<file path="src/lct_pkg.sv">
// Shared types, constants and helpers for the load-cell tare/calibration block.
// No dependencies; every other file in src imports this package.
package lct_pkg;

  localparam int unsigned SAMPLE_BITS = 24;
  localparam int unsigned W_W         = 40;                    // weight, Q.8
  localparam int unsigned G_W         = 32;                    // gain, Q8.24
  localparam int unsigned KW_W        = 32;                    // known weight
  localparam int unsigned ACC_W       = 48;
  localparam int unsigned CNT_W       = 8;
  localparam int unsigned PROD_W      = SAMPLE_BITS + 1 + G_W; // count * gain
  localparam int unsigned SCL_W       = PROD_W - 16 + 1;       // rounded Q.8 value
  localparam int unsigned SUM_W       = W_W + 3;               // headroom for saturation
  localparam int unsigned NUM_W       = 64;                    // divider dividend
  localparam int unsigned DEN_W       = W_W;                   // divider divisor
  localparam int unsigned PC_W        = 5;
  localparam int unsigned ADDR_W      = 4;
  localparam int unsigned DATA_W      = 32;

  localparam logic [G_W-1:0]        GAIN_ONE   = G_W'(32'h0100_0000);
  localparam logic [SAMPLE_BITS-1:0] SIGN_FLIP = SAMPLE_BITS'(1) << (SAMPLE_BITS - 1);
  localparam logic [CNT_W-1:0]      TARE_N_RST = CNT_W'(100);
  localparam logic [CNT_W-1:0]      CAL_N_RST  = CNT_W'(15);
  localparam logic [KW_W-1:0]       KW_RST     = KW_W'(256);

  // register indexes (byte address = 4 * index)
  localparam logic [1:0] REG_TARE_N = 2'd0;
  localparam logic [1:0] REG_CAL_N  = 2'd1;
  localparam logic [1:0] REG_KW     = 2'd2;

  // input command codes
  localparam logic [1:0] MODE_TARE = 2'd1;
  localparam logic [1:0] MODE_CAL  = 2'd2;

  // sequence state codes
  localparam logic [1:0] SEQ_IDLE    = 2'd0;
  localparam logic [1:0] SEQ_TARE    = 2'd1;
  localparam logic [1:0] SEQ_CAL     = 2'd2;
  localparam logic [1:0] SEQ_CALTARE = 2'd3;

  // reported phase codes
  localparam logic [1:0] PH_IDLE = 2'd0;
  localparam logic [1:0] PH_TARE = 2'd1;
  localparam logic [1:0] PH_CAL  = 2'd2;
  localparam logic [1:0] PH_FAIL = 2'd3;

  typedef enum logic [3:0] {
    A_NONE, A_LOAD, A_MUL, A_RND, A_WGT, A_CMD, A_ACC, A_DIV_AVG,
    A_AVG, A_GMUL, A_DIV_GAIN, A_GSET, A_FAIL, A_TARE, A_TKW, A_EMIT
  } act_e;

  typedef enum logic [3:0] {
    C_NEVER, C_ALWAYS, C_NO_IN, C_SEQ_BUSY, C_CNT_LT,
    C_DIV_BUSY, C_NOT_CAL, C_AVG_ZERO, C_OUT_FREE
  } cond_e;

  typedef struct packed {
    act_e            act;
    cond_e           cond;
    logic [PC_W-1:0] target;
  } cw_t;

  typedef struct packed {
    logic no_in;
    logic seq_busy;
    logic cnt_lt;
    logic div_busy;
    logic not_cal;
    logic avg_zero;
    logic out_free;
  } cond_t;

  typedef struct packed {
    logic [1:0]             mode;
    logic [SAMPLE_BITS-1:0] raw_sample;
  } in_beat_t;

  typedef struct packed {
    logic signed [W_W-1:0] weight;
    logic [1:0]            phase;
    logic signed [G_W-1:0] gain_now;
  } out_beat_t;

  typedef struct packed {
    logic                    start;
    logic signed [NUM_W-1:0] num;
    logic signed [DEN_W-1:0] den;
  } div_req_t;

  typedef struct packed {
    logic                    busy;
    logic signed [NUM_W-1:0] quo;
  } div_rsp_t;

  function automatic logic signed [W_W-1:0] sat_w(input logic signed [SUM_W-1:0] v);
    logic [SUM_W-W_W:0] top;
    top = v[SUM_W-1:W_W-1];
    if ((&top) || !(|top)) begin
      return v[W_W-1:0];
    end else if (v[SUM_W-1]) begin
      return {1'b1, {(W_W-1){1'b0}}};
    end else begin
      return {1'b0, {(W_W-1){1'b1}}};
    end
  endfunction

  function automatic logic signed [G_W-1:0] sat_g(input logic signed [NUM_W-1:0] v);
    logic [NUM_W-G_W:0] top;
    top = v[NUM_W-1:G_W-1];
    if ((&top) || !(|top)) begin
      return v[G_W-1:0];
    end else if (v[NUM_W-1]) begin
      return {1'b1, {(G_W-1){1'b0}}};
    end else begin
      return {1'b0, {(G_W-1){1'b1}}};
    end
  endfunction

  // a count register of zero behaves as one
  function automatic logic [CNT_W-1:0] eff_n(input logic [CNT_W-1:0] r);
    return (r == '0) ? CNT_W'(1) : r;
  endfunction

endpackage

</file>
<file path="src/lct_div.sv">
// Iterative signed divider, one quotient bit per cycle, rounding to nearest
// with ties away from zero. Depends on lct_pkg.
module lct_div import lct_pkg::*; (
  input  logic     clk_i,
  input  logic     rst_ni,
  input  div_req_t req_i,
  output div_rsp_t rsp_o
);

  localparam int unsigned IT_W = $clog2(NUM_W);

  logic              busy_q;
  logic [IT_W-1:0]   it_q;
  logic              neg_q;
  logic [NUM_W-1:0]  sh_q;
  logic [DEN_W-1:0]  rem_q;
  logic [DEN_W-1:0]  dmag_q;

  logic [NUM_W-1:0]  nmag;
  logic [DEN_W-1:0]  dmag;
  logic [DEN_W:0]    rem_sh;
  logic [DEN_W+1:0]  trial;
  logic              qbit;

  assign nmag   = req_i.num[NUM_W-1] ? NUM_W'(-req_i.num) : NUM_W'(req_i.num);
  assign dmag   = req_i.den[DEN_W-1] ? DEN_W'(-req_i.den) : DEN_W'(req_i.den);
  assign rem_sh = {rem_q, sh_q[NUM_W-1]};
  assign trial  = {1'b0, rem_sh} - {2'b00, dmag_q};
  assign qbit   = !trial[DEN_W+1];

  always_ff @(posedge clk_i or negedge rst_ni) begin
    if (!rst_ni) begin
      busy_q <= 1'b0;
      it_q   <= '0;
    end else if (req_i.start) begin
      busy_q <= 1'b1;
      it_q   <= IT_W'(NUM_W - 1);
    end else if (busy_q) begin
      it_q <= it_q - IT_W'(1);
      if (it_q == '0) begin
        busy_q <= 1'b0;
      end
    end
  end

  always_ff @(posedge clk_i) begin
    if (req_i.start) begin
      neg_q  <= req_i.num[NUM_W-1] ^ req_i.den[DEN_W-1];
      // half the divisor added up front gives round-half-away on magnitudes
      sh_q   <= nmag + NUM_W'(dmag >> 1);
      rem_q  <= '0;
      dmag_q <= dmag;
    end else if (busy_q) begin
      sh_q  <= {sh_q[NUM_W-2:0], qbit};
      rem_q <= qbit ? trial[DEN_W-1:0] : rem_sh[DEN_W-1:0];
    end
  end

  assign rsp_o.busy = busy_q;
  assign rsp_o.quo  = neg_q ? -$signed(sh_q) : $signed(sh_q);

endmodule

</file>
<file path="config.mk">
export PLATFORM = sky130hd
export DESIGN_NAME = lct_div
export DESIGN_NICKNAME = d
export VERILOG_FILES = /design/src/lct_pkg.sv /design/src/lct_div.sv
export SDC_FILE = /design/constraint.sdc
export NUM_CORES = 1
export LEC_CHECK = 0
export BUFFER_PORTS_ARGS = -buffer_cell sky130_fd_sc_hd__buf_2
export CAP_MARGIN = 20
export CORE_ASPECT_RATIO = 1.25
export CORE_MARGIN = 2
export CORE_UTILIZATION = 29
export DETAILED_ROUTE_END_ITERATION = 8
export GPL_TIMING_DRIVEN = 0
export PLACE_DENSITY = 0.56
export SYNTH_ARGS = -nofsm -noshare
export SYNTH_HDL_FRONTEND = slang
export SYNTH_SLANG_ARGS = --single-unit
</file>
<file path="constraint.sdc">
create_clock -name clk_i -period 3.75 [get_ports clk_i]
set_input_delay 0.375 -clock clk_i [delete_from_list [all_inputs] [get_ports clk_i]]
set_output_delay 0.375 -clock clk_i [all_outputs]
set_load 0.05 [all_outputs]
</file>
==> flow_summary.ini <==
[sta]
final.min_clock_period_ns = 4.55
skew_ns = 0.0231
fin_ws_ns = -0.798
fmax_mhz = 220
slew_viol_final = 0
setup_tns_ns = -32.87
tightest_slew_ns = 1.01
hold_viol = 0
relSlewSlack_pct = 32.9
grt_setup_unrepaired = yes
setup_viol = 72
period_share_pct = 121

[logic_synthesis]
synth_fp_nets = 2029
synth_area_leaders = edfxtp_1, xnor2_1, ha_1
ys.flop_type = edfxtp_1
synth_cells = 1842
synth_area_um2 = 15200
synth_area_per_cell_um2 = 8.25
yosysUniqueCellTypes = 91
synth_top_area_cell = edfxtp_1
synth_top_area_share_pct = 20.8
synth-edff-count = 105
async_flop_share_pct = 4.61
yosysSeqAreaShare_pct = 27.2
yosys_warnings = 0
ys_ff_latch = 152
synthMostInstantiatedCell = nand2_1
synth_common_cells = nand2_1, xnor2_1, nor2_1, edfxtp_1, o21ai_0

[grt]
gr-total-overflow = 0
first_global_vias = 16500
antenna_found_initial = 11
grt_pass1_wl_mm = 93.9
grt_max_degree = 65
grt_usage_pct = 22.4

[critical_path]
endpoint_kind = output port
crit_required_ns = 3.38
critical_path_arrival_ns = 4.17
cp_max_fo = 2
cp-start-kind = flip-flop
critPathKind = flip-flop to output port

[finish]
fin_cells = 2930
nets = 2433
drive_above_1_share_pct = 36.0
final_util_pct = 43.1
area_growth_pct = 46.5
post-route-cell-area_um2 = 22300

[floorplanning]
ios = 172
dieArea_um2 = 54200
initial_utilization_pct = 29.4
fp.dieW_um = 209
core_area_um2 = 51700
die_height_um = 260
rows = 93

[route]
top_layer = met5
drt_iter0_markers = 994
routed-wl-met2_mm = 32.0
wl_per_cell_um = 21.4
vias_per_cell = 5.58
dr_total_vias = 16300
wl_mm = 62.8
first_pass_iters = 5
drc = 0
wl_met1_mm = 23.7
route.antenna.remaining_nets = 0
route.met3.wl_mm = 2.51

[power]
p_total_w = 0.00911
p_per_area_nw_per_um2 = 409
p_leak_nw = 8.76
ir_drop_v = 0.000367

[clocking]
cts_made_buffers = 17
tritoncts = yes
cts_buffer_depth = 2
cts.sinks = 152
path_clk_slew_ns = 0.07
clk-insertion-delay-late_ns = 0.45
cts_max_level = 4
clockRootBuffer = clkbuf_16

[place]
port_buffers = 170
globalplace.congestion = 0.942
dp_hpwl_mm = 48.0
placed_cell_area_um2 = 17400
dp_cells = 2677

[status]
status = finished, violations left
violations = negative setup slack

[worst_hold_path]
hp-class = input port to flip-flop

[run]
cap_violations = 0
[metrics by stage]
| stage | setup WS (ns) | hold WS (ns) |
|---|---|---|
| finish | -0.798 | 0.152 |
| floorplan | -0.754 | 0.0794 |
| global route | -0.844 | 0.136 |
| CTS | -0.790 | 0.200 |
| detailed placement | -1.79 | 0.219 |
| global placement | -1.75 | 0.216 |
[critical path: stages, from the launching register on]
cell      delay [ns]
edfxtp_1        0.42
or3_4           0.42
or3_4           0.34
or3_4           0.33
or3_4           0.35
or3_4           0.36
or4_4           0.43
or4_4           0.45
o41ai_4         0.27
xnor2_2         0.16
buf_6           0.19
[routing by layer]
metal / track usage (%) / vias to the layer above
met5: 0 / -
met2: 41.0 / 487
met1: 24.0 / 8005
li1: - / 7678
met3: 2.81 / 163
met4: 16.0 / 8
[layout make-up]
| type | count | area, µm² |
|---|---|---|
| antenna | 6 | 15.0 |
| clock inverter | 14 | 181 |
| inverter | 89 | 369 |
| fill | 5019 | 29400 |
| buffer | 63 | 440 |
| multi-input combinational | 1529 | 12900 |
| clock buffer | 18 | 429 |
| tap | 665 | 832 |
| timing repair buffer | 394 | 3000 |
| sequential | 152 | 4130 |
[final timing paths]
check	depth (start not counted)	end	from	slack, ns
setup / recovery	10	rsp_o[61]	sh_q[29]	-0.80
hold / removal	1	dmag_q[0]	req_i[0]	0.15
setup reg to reg	15	rem_q[30]	sh_q[63]	0.21
hold reg to reg	2	rem_q[28]	rem_q[27]	0.50
max in group asynchronous	2	it_q[1]	rst_ni	3.29
min in group asynchronous	2	it_q[4]	rst_ni	0.31
[state kept, by name, indices dropped and copies added (netlist names)]
signal / count
it_q: 6
rem_q: 40
busy_q: 1
dmag_q: 40
sh_q: 64
neg_q: 1
[power by group]
part | switching [W] | leakage, nW | total (W) | internal, W
Clock | 0.000796 | 0.297 | 0.00181 | 0.00101
Sequential | 0.000369 | 1.47 | 0.00250 | 0.00213
Combinational | 0.00295 | 7.00 | 0.00480 | 0.00185
Total | 0.00412 | 8.76 | 0.00911 | 0.00500
[logic make-up (layout without fill, tap and decap cells)]
| logic type | count (synthesis) | after routing | share of synthesized area [%] |
|---|---|---|---|
| AO/OA/AOI/OAI | 535 | 535 | 24.9 |
| buffers and inverters | 161 | 578 | 4.10 |
| AND/OR/NAND/NOR | 634 | 634 | 20.3 |
| flip-flops | 152 | 152 | 27.2 |
| XOR/XNOR | 240 | 240 | 13.9 |
| adder cells (fa/ha/maj) | 83 | 83 | 6.88 |
| other | 0 | 6 | 0 |
| multiplexers | 37 | 37 | 2.70 |
[cell usage in the layout (no fill, tap or decap), drive strengths merged, types with 35 or more instances in the layout]
cell type,instances
buf,405
nand2,206
xnor2,188
nor2,152
o21ai,106
edfxtp,105
a21oi,98
inv,94
ha,78
clkbuf,69
o31ai,66
xor2,52
a21o,49
nand3,44
dfxtp,40
or3,39
nor3,36
a311oi,35
[what timing repair did]
action,4_1_cts,5_1_grt
hold endpoints to repair,7,0
resized for setup,373,175
endpoints found under the setup margin,126,116
pin swaps,166,115
hold buffers,1,0
buffers inserted,184,52
(Power assumes the default switching activity.)
