`config.mk`:
```
export PLATFORM = sky130hd
export DESIGN_NAME = lct_seq
export DESIGN_NICKNAME = d
export VERILOG_FILES = /design/src/lct_pkg.sv /design/src/lct_seq.sv
export SDC_FILE = /design/constraint.sdc
export NUM_CORES = 1
export LEC_CHECK = 0
export ABC_CLOCK_PERIOD_IN_PS = 2700
export BUFFER_PORTS_ARGS = -buffer_cell sky130_fd_sc_hd__buf_2
export CAP_MARGIN = 20
export CELL_PAD_IN_SITES_DETAIL_PLACEMENT = 1
export CELL_PAD_IN_SITES_GLOBAL_PLACEMENT = 1
export CORE_MARGIN = 10
export CORE_UTILIZATION = 40
export DETAILED_ROUTE_END_ITERATION = 8
export GPL_TIMING_DRIVEN = 0
export PLACE_DENSITY_LB_ADDON = 0.1
export SYNTH_ARGS = -nofsm -noshare
export SYNTH_HDL_FRONTEND = slang
export SYNTH_SLANG_ARGS = --single-unit
```
`constraint.sdc`:
```
create_clock -name clk_i -period 2.7 [get_ports clk_i]
set_input_delay 0.27 -clock clk_i [delete_from_list [all_inputs] [get_ports clk_i]]
set_output_delay 0.27 -clock clk_i [all_outputs]
set_load 0.02 [all_outputs]
```
`src/lct_pkg.sv`:
```
// Shared types, constants and helpers for the load-cell tare/calibration block.
// No dependencies; every other file in src imports this package.
package lct_pkg;

  localparam int unsigned SAMPLE_BITS = 24;
  localparam int unsigned W_W         = 40;                    // weight, Q.8
  localparam int unsigned G_W         = 32;                    // gain, Q8.24
  localparam int unsigned KW_W        = 32;                    // known weight
  localparam int unsigned ACC_W       = 48;
  localparam int unsigned CNT_W       = 8;
  localparam int unsigned PROD_W      = SAMPLE_BITS + 1 + G_W; // count * gain
  localparam int unsigned SCL_W       = PROD_W - 16 + 1;       // rounded Q.8 value
  localparam int unsigned SUM_W       = W_W + 3;               // headroom for saturation
  localparam int unsigned NUM_W       = 64;                    // divider dividend
  localparam int unsigned DEN_W       = W_W;                   // divider divisor
  localparam int unsigned PC_W        = 5;
  localparam int unsigned ADDR_W      = 4;
  localparam int unsigned DATA_W      = 32;

  localparam logic [G_W-1:0]        GAIN_ONE   = G_W'(32'h0100_0000);
  localparam logic [SAMPLE_BITS-1:0] SIGN_FLIP = SAMPLE_BITS'(1) << (SAMPLE_BITS - 1);
  localparam logic [CNT_W-1:0]      TARE_N_RST = CNT_W'(100);
  localparam logic [CNT_W-1:0]      CAL_N_RST  = CNT_W'(15);
  localparam logic [KW_W-1:0]       KW_RST     = KW_W'(256);

  // register indexes (byte address = 4 * index)
  localparam logic [1:0] REG_TARE_N = 2'd0;
  localparam logic [1:0] REG_CAL_N  = 2'd1;
  localparam logic [1:0] REG_KW     = 2'd2;

  // input command codes
  localparam logic [1:0] MODE_TARE = 2'd1;
  localparam logic [1:0] MODE_CAL  = 2'd2;

  // sequence state codes
  localparam logic [1:0] SEQ_IDLE    = 2'd0;
  localparam logic [1:0] SEQ_TARE    = 2'd1;
  localparam logic [1:0] SEQ_CAL     = 2'd2;
  localparam logic [1:0] SEQ_CALTARE = 2'd3;

  // reported phase codes
  localparam logic [1:0] PH_IDLE = 2'd0;
  localparam logic [1:0] PH_TARE = 2'd1;
  localparam logic [1:0] PH_CAL  = 2'd2;
  localparam logic [1:0] PH_FAIL = 2'd3;

  typedef enum logic [3:0] {
    A_NONE, A_LOAD, A_MUL, A_RND, A_WGT, A_CMD, A_ACC, A_DIV_AVG,
    A_AVG, A_GMUL, A_DIV_GAIN, A_GSET, A_FAIL, A_TARE, A_TKW, A_EMIT
  } act_e;

  typedef enum logic [3:0] {
    C_NEVER, C_ALWAYS, C_NO_IN, C_SEQ_BUSY, C_CNT_LT,
    C_DIV_BUSY, C_NOT_CAL, C_AVG_ZERO, C_OUT_FREE
  } cond_e;

  typedef struct packed {
    act_e            act;
    cond_e           cond;
    logic [PC_W-1:0] target;
  } cw_t;

  typedef struct packed {
    logic no_in;
    logic seq_busy;
    logic cnt_lt;
    logic div_busy;
    logic not_cal;
    logic avg_zero;
    logic out_free;
  } cond_t;

  typedef struct packed {
    logic [1:0]             mode;
    logic [SAMPLE_BITS-1:0] raw_sample;
  } in_beat_t;

  typedef struct packed {
    logic signed [W_W-1:0] weight;
    logic [1:0]            phase;
    logic signed [G_W-1:0] gain_now;
  } out_beat_t;

  typedef struct packed {
    logic                    start;
    logic signed [NUM_W-1:0] num;
    logic signed [DEN_W-1:0] den;
  } div_req_t;

  typedef struct packed {
    logic                    busy;
    logic signed [NUM_W-1:0] quo;
  } div_rsp_t;

  function automatic logic signed [W_W-1:0] sat_w(input logic signed [SUM_W-1:0] v);
    logic [SUM_W-W_W:0] top;
    top = v[SUM_W-1:W_W-1];
    if ((&top) || !(|top)) begin
      return v[W_W-1:0];
    end else if (v[SUM_W-1]) begin
      return {1'b1, {(W_W-1){1'b0}}};
    end else begin
      return {1'b0, {(W_W-1){1'b1}}};
    end
  endfunction

  function automatic logic signed [G_W-1:0] sat_g(input logic signed [NUM_W-1:0] v);
    logic [NUM_W-G_W:0] top;
    top = v[NUM_W-1:G_W-1];
    if ((&top) || !(|top)) begin
      return v[G_W-1:0];
    end else if (v[NUM_W-1]) begin
      return {1'b1, {(G_W-1){1'b0}}};
    end else begin
      return {1'b0, {(G_W-1){1'b1}}};
    end
  endfunction

  // a count register of zero behaves as one
  function automatic logic [CNT_W-1:0] eff_n(input logic [CNT_W-1:0] r);
    return (r == '0) ? CNT_W'(1) : r;
  endfunction

endpackage

```
`src/lct_seq.sv`:
```
// Microcode sequencer: step counter, control-word ROM and jump conditions.
// Depends on lct_pkg; drives the datapath action of the top level.
module lct_seq import lct_pkg::*; (
  input  logic  clk_i,
  input  logic  rst_ni,
  input  cond_t cond_i,
  output act_e  act_o
);

  localparam logic [PC_W-1:0] S_WAIT  = PC_W'(0);
  localparam logic [PC_W-1:0] S_MUL   = PC_W'(1);
  localparam logic [PC_W-1:0] S_RND   = PC_W'(2);
  localparam logic [PC_W-1:0] S_WGT   = PC_W'(3);
  localparam logic [PC_W-1:0] S_CMD   = PC_W'(4);
  localparam logic [PC_W-1:0] S_ACC   = PC_W'(5);
  localparam logic [PC_W-1:0] S_CHKN  = PC_W'(6);
  localparam logic [PC_W-1:0] S_DAVG  = PC_W'(7);
  localparam logic [PC_W-1:0] S_WAVG  = PC_W'(8);
  localparam logic [PC_W-1:0] S_AVG   = PC_W'(9);
  localparam logic [PC_W-1:0] S_CAL   = PC_W'(10);
  localparam logic [PC_W-1:0] S_GMUL  = PC_W'(11);
  localparam logic [PC_W-1:0] S_DGAIN = PC_W'(12);
  localparam logic [PC_W-1:0] S_WGAIN = PC_W'(13);
  localparam logic [PC_W-1:0] S_GSET  = PC_W'(14);
  localparam logic [PC_W-1:0] S_FAIL  = PC_W'(15);
  localparam logic [PC_W-1:0] S_TARE  = PC_W'(16);
  localparam logic [PC_W-1:0] S_TKW   = PC_W'(17);
  localparam logic [PC_W-1:0] S_EMIT  = PC_W'(18);
  localparam logic [PC_W-1:0] S_HOLD  = PC_W'(19);

  function automatic cw_t rom(input logic [PC_W-1:0] pc);
    cw_t cw;
    cw = '{act: A_NONE, cond: C_ALWAYS, target: S_WAIT};
    unique case (pc)
      S_WAIT:  cw = '{act: A_LOAD,     cond: C_NO_IN,    target: S_WAIT};
      S_MUL:   cw = '{act: A_MUL,      cond: C_NEVER,    target: S_WAIT};
      S_RND:   cw = '{act: A_RND,      cond: C_NEVER,    target: S_WAIT};
      S_WGT:   cw = '{act: A_WGT,      cond: C_SEQ_BUSY, target: S_ACC};
      S_CMD:   cw = '{act: A_CMD,      cond: C_ALWAYS,   target: S_EMIT};
      S_ACC:   cw = '{act: A_ACC,      cond: C_NEVER,    target: S_WAIT};
      S_CHKN:  cw = '{act: A_NONE,     cond: C_CNT_LT,   target: S_EMIT};
      S_DAVG:  cw = '{act: A_DIV_AVG,  cond: C_NEVER,    target: S_WAIT};
      S_WAVG:  cw = '{act: A_NONE,     cond: C_DIV_BUSY, target: S_WAVG};
      S_AVG:   cw = '{act: A_AVG,      cond: C_NOT_CAL,  target: S_TARE};
      S_CAL:   cw = '{act: A_NONE,     cond: C_AVG_ZERO, target: S_FAIL};
      S_GMUL:  cw = '{act: A_GMUL,     cond: C_NEVER,    target: S_WAIT};
      S_DGAIN: cw = '{act: A_DIV_GAIN, cond: C_NEVER,    target: S_WAIT};
      S_WGAIN: cw = '{act: A_NONE,     cond: C_DIV_BUSY, target: S_WGAIN};
      S_GSET:  cw = '{act: A_GSET,     cond: C_ALWAYS,   target: S_EMIT};
      S_FAIL:  cw = '{act: A_FAIL,     cond: C_ALWAYS,   target: S_EMIT};
      S_TARE:  cw = '{act: A_TARE,     cond: C_NEVER,    target: S_WAIT};
      S_TKW:   cw = '{act: A_TKW,      cond: C_NEVER,    target: S_WAIT};
      S_EMIT:  cw = '{act: A_EMIT,     cond: C_OUT_FREE, target: S_WAIT};
      S_HOLD:  cw = '{act: A_NONE,     cond: C_ALWAYS,   target: S_EMIT};
      default: cw = '{act: A_NONE,     cond: C_ALWAYS,   target: S_WAIT};
    endcase
    return cw;
  endfunction

  logic [PC_W-1:0] pc_q, pc_d;
  cw_t             cw;
  logic            take;

  assign cw = rom(pc_q);

  always_comb begin
    unique case (cw.cond)
      C_NEVER:    take = 1'b0;
      C_ALWAYS:   take = 1'b1;
      C_NO_IN:    take = cond_i.no_in;
      C_SEQ_BUSY: take = cond_i.seq_busy;
      C_CNT_LT:   take = cond_i.cnt_lt;
      C_DIV_BUSY: take = cond_i.div_busy;
      C_NOT_CAL:  take = cond_i.not_cal;
      C_AVG_ZERO: take = cond_i.avg_zero;
      C_OUT_FREE: take = cond_i.out_free;
      default:    take = 1'b1;
    endcase
    pc_d = take ? cw.target : pc_q + PC_W'(1);
  end

  always_ff @(posedge clk_i or negedge rst_ni) begin
    if (!rst_ni) begin
      pc_q <= S_WAIT;
    end else begin
      pc_q <= pc_d;
    end
  end

  assign act_o = cw.act;

endmodule
```
==> metrics.yaml <==
status: "complete, no violations"
relSlewSlack_pct: 68.4
synth_adder_area_share_pct: 11.9
clock_skew_ns: 0.00111
drc_errors: 0
worst_setup_path_end_kind: "register"
ant_nets: 0
synthDistinctLibCells: 39
grt_pass1_wl_um: 3100
layout_commonest_cell: "buf_2"
final_cell_mix: "14 x buf_2, 9 x nand2_1, 6 x inv_1, 6 x mux2i_1, 6 x ha_1"
final.setup.tns_ns: 0
power_density_nw_per_um2: 1510
place_hpwl_um: 1520
die_y_um: 62.8
dr_total_vias: 708
worst_setup_path_start_kind: "register"
synth_top_family_by_area: "compound AO/OA/AOI/OAI gates"
synth-seq-cells: 5
rows: 15
num_antenna_cells: 0
p_leak_uw: 0.000401
drt_iter0_drc: 7
grt_pass1_vias: 665
antenna_found_initial: 0
dp_cells: 127
peakVddDrop_mv: 0.602
ctsLongestPathBuffers: 2
core_um2: 1730
synth.area.mux_share_pct: 13.3
initial_core_util_pct: 42.5
cts-buffers-inserted: 3
whs_ns: 0.381
rsz0062_at_grt: "no"
synth_area_leader_cell: "dfrtp_1"
grt_overflow: 0
port_buffers: 12
pin_count: 13
wire_per_inst_um: 14.5
fillers: 229
largest-register: "pc_q"
drive_above_1_share_pct: 28.7
syn-instance-count: 90
maxCapViolCount: 0
die_area_um2: 3950
clkTransAtPathRegs_ns: 0.04
cts_root_buffer: "clkbuf_4"
yosys.area.top_type_share_pct: 17.1
synth-compound-area-share_pct: 24.7
fmax_ghz: 0.393
area_growth_pct: 18.9
syn_area_um2: 733
hold_viol: 0
clkLatencyLatePin_ns: 0.23
yosys.area_share.simple_pct: 22.5
cts_tree: "yes"
setup_violations: 0
worstPathRequired_ns: 2.80
grt_max_degree: 11
worstReg2RegEnd: "pc_q[4]"
path_max_fanout: 8
finalMaxSlewViolations: 0
drt-total-wl_um: 1940
vias_per_cell: 5.32
yosysWarnings: 0
largest_reg_flops: 5
multi_input_area_um2: 552
htree_levels: 1
cts.sinks: 5
stdcell_count: 133
reg_top3: "pc_q x5"
r2r_cells: 10
nNetsFinal: 125
yosysSeqAreaShare_pct: 17.1
grt_usage_pct: 9.10
reg2reg_slack_ns: 0.15
r2r_start: "pc_q[0]"
synth_area_leaders: "dfrtp_1 17%, ha_1 12%, mux2i_1 8.2%"
tightest_slew_ns: 0.474
regArea_um2: 126
worstSetupPathType: "reg2reg"
hold_path_class: "in2async"
synth.net_count: 106
first_pass_iters: 4
layout_min_cycle_time_ns: 2.55
gp_congestion: 0.806
syn_avg_cell_area_um2: 8.15
critPathArrivalTime_ns: 2.65
synthXorXnorAreaFrac_pct: 2.39
die_x_um: 62.8
min_period_over_period_pct: 94.3
==> worst max-delay path by stage <==
stage,cells after the start,from,to
final,10,pc_q[0],pc_q[4]
after global routing,10,pc_q[0],pc_q[4]
after CTS,10,pc_q[0],pc_q[4]
after detailed placement,10,pc_q[0],pc_q[4]
after global placement,10,pc_q[0],pc_q[4]
after floorplan,10,pc_q[0],pc_q[4]
==> worst max-delay path, stage by stage (launching register included) <==
cell      delay [ns]
dfrtp_1         0.41
buf_4           0.19
inv_2           0.08
ha_2            0.31
or3_1           0.33
a31oi_2         0.20
nor2_1          0.07
o31ai_2         0.22
mux2_4          0.24
mux2i_1         0.23
o221ai_2        0.12
==> cell usage after synthesis, drive strengths merged <==
cell type,n
or2b,1
o21ai,4
o221ai,2
nor2b,1
mux2,1
nand4,1
ha,7
and3,1
buf,6
mux4,1
nand4b,1
inv,7
nand3b,1
a2bb2oi,1
xor2,2
dfrtp,5
nand2,9
nor2,5
a21o,1
nand3,5
mux2i,6
o22ai,4
a21oi,6
o31ai,1
a211o,1
nor3,1
nand2b,2
or3,1
nor4b,1
and4bb,1
o211ai,1
a31oi,1
o21a,2
==> cell type report <==
class / count / share of cell area, %
Timing Repair Buffer: 14 / 8.90
Sequential cell: 5 / 14.5
Tap cell: 25 / 3.59
Multi-Input combinational cell: 72 / 63.3
Clock buffer: 4 / 3.01
Inverter: 7 / 3.01
Buffer: 6 / 3.73
==> repair_timing <==
item | in CTS | in global routing
hold buffers | 1 | 0
setup buffers | 0 | 1
endpoints found under the setup margin | 0 | 1
gates resized for setup | 0 | 2
hold endpoints to repair | 5 | 0
==> report_power, final <==
part / switching, uW / leakage (uW) / internal, uW / total [uW]
Clock: 24.5 / 0.0000150 / 55.5 / 80.0
Combinational: 613 / 0.000324 / 459 / 1070
Sequential: 48.9 / 0.0000619 / 117 / 166
Total: 687 / 0.000401 / 632 / 1320
==> cell families after synthesis <==
family | after synthesis
multiplexers | 8
flip-flops | 5
AND/OR/NAND/NOR | 31
adder cells (fa/ha/maj) | 7
buffers and inverters | 13
AO/OA/AOI/OAI | 24
XOR/XNOR | 2
==> through the flow <==
step                cell area (um2)  util, %  setup slack (ns)  total power (uW)
floorplan                       733        -             0.354               955
detailed placement              825     47.8            0.0517              1210
global route                    872     50.5            0.0232              1440
global placement                825     47.8            0.0768              1200
finish                          872     50.5             0.153              1320
CTS                             861     49.9            0.0497              1300
==> metal layers <==
metal	global-route usage, %	up-vias	routed length [um]	share of wire (%)
met4	1.68	0	0	0
met1	11.9	337	979	51
met2	15.0	10	877	45
met5	0	-	0	0
li1	-	361	-	-
met3	1.79	0	77	4.0
Note: power is estimated with default switching activity, not from simulation.
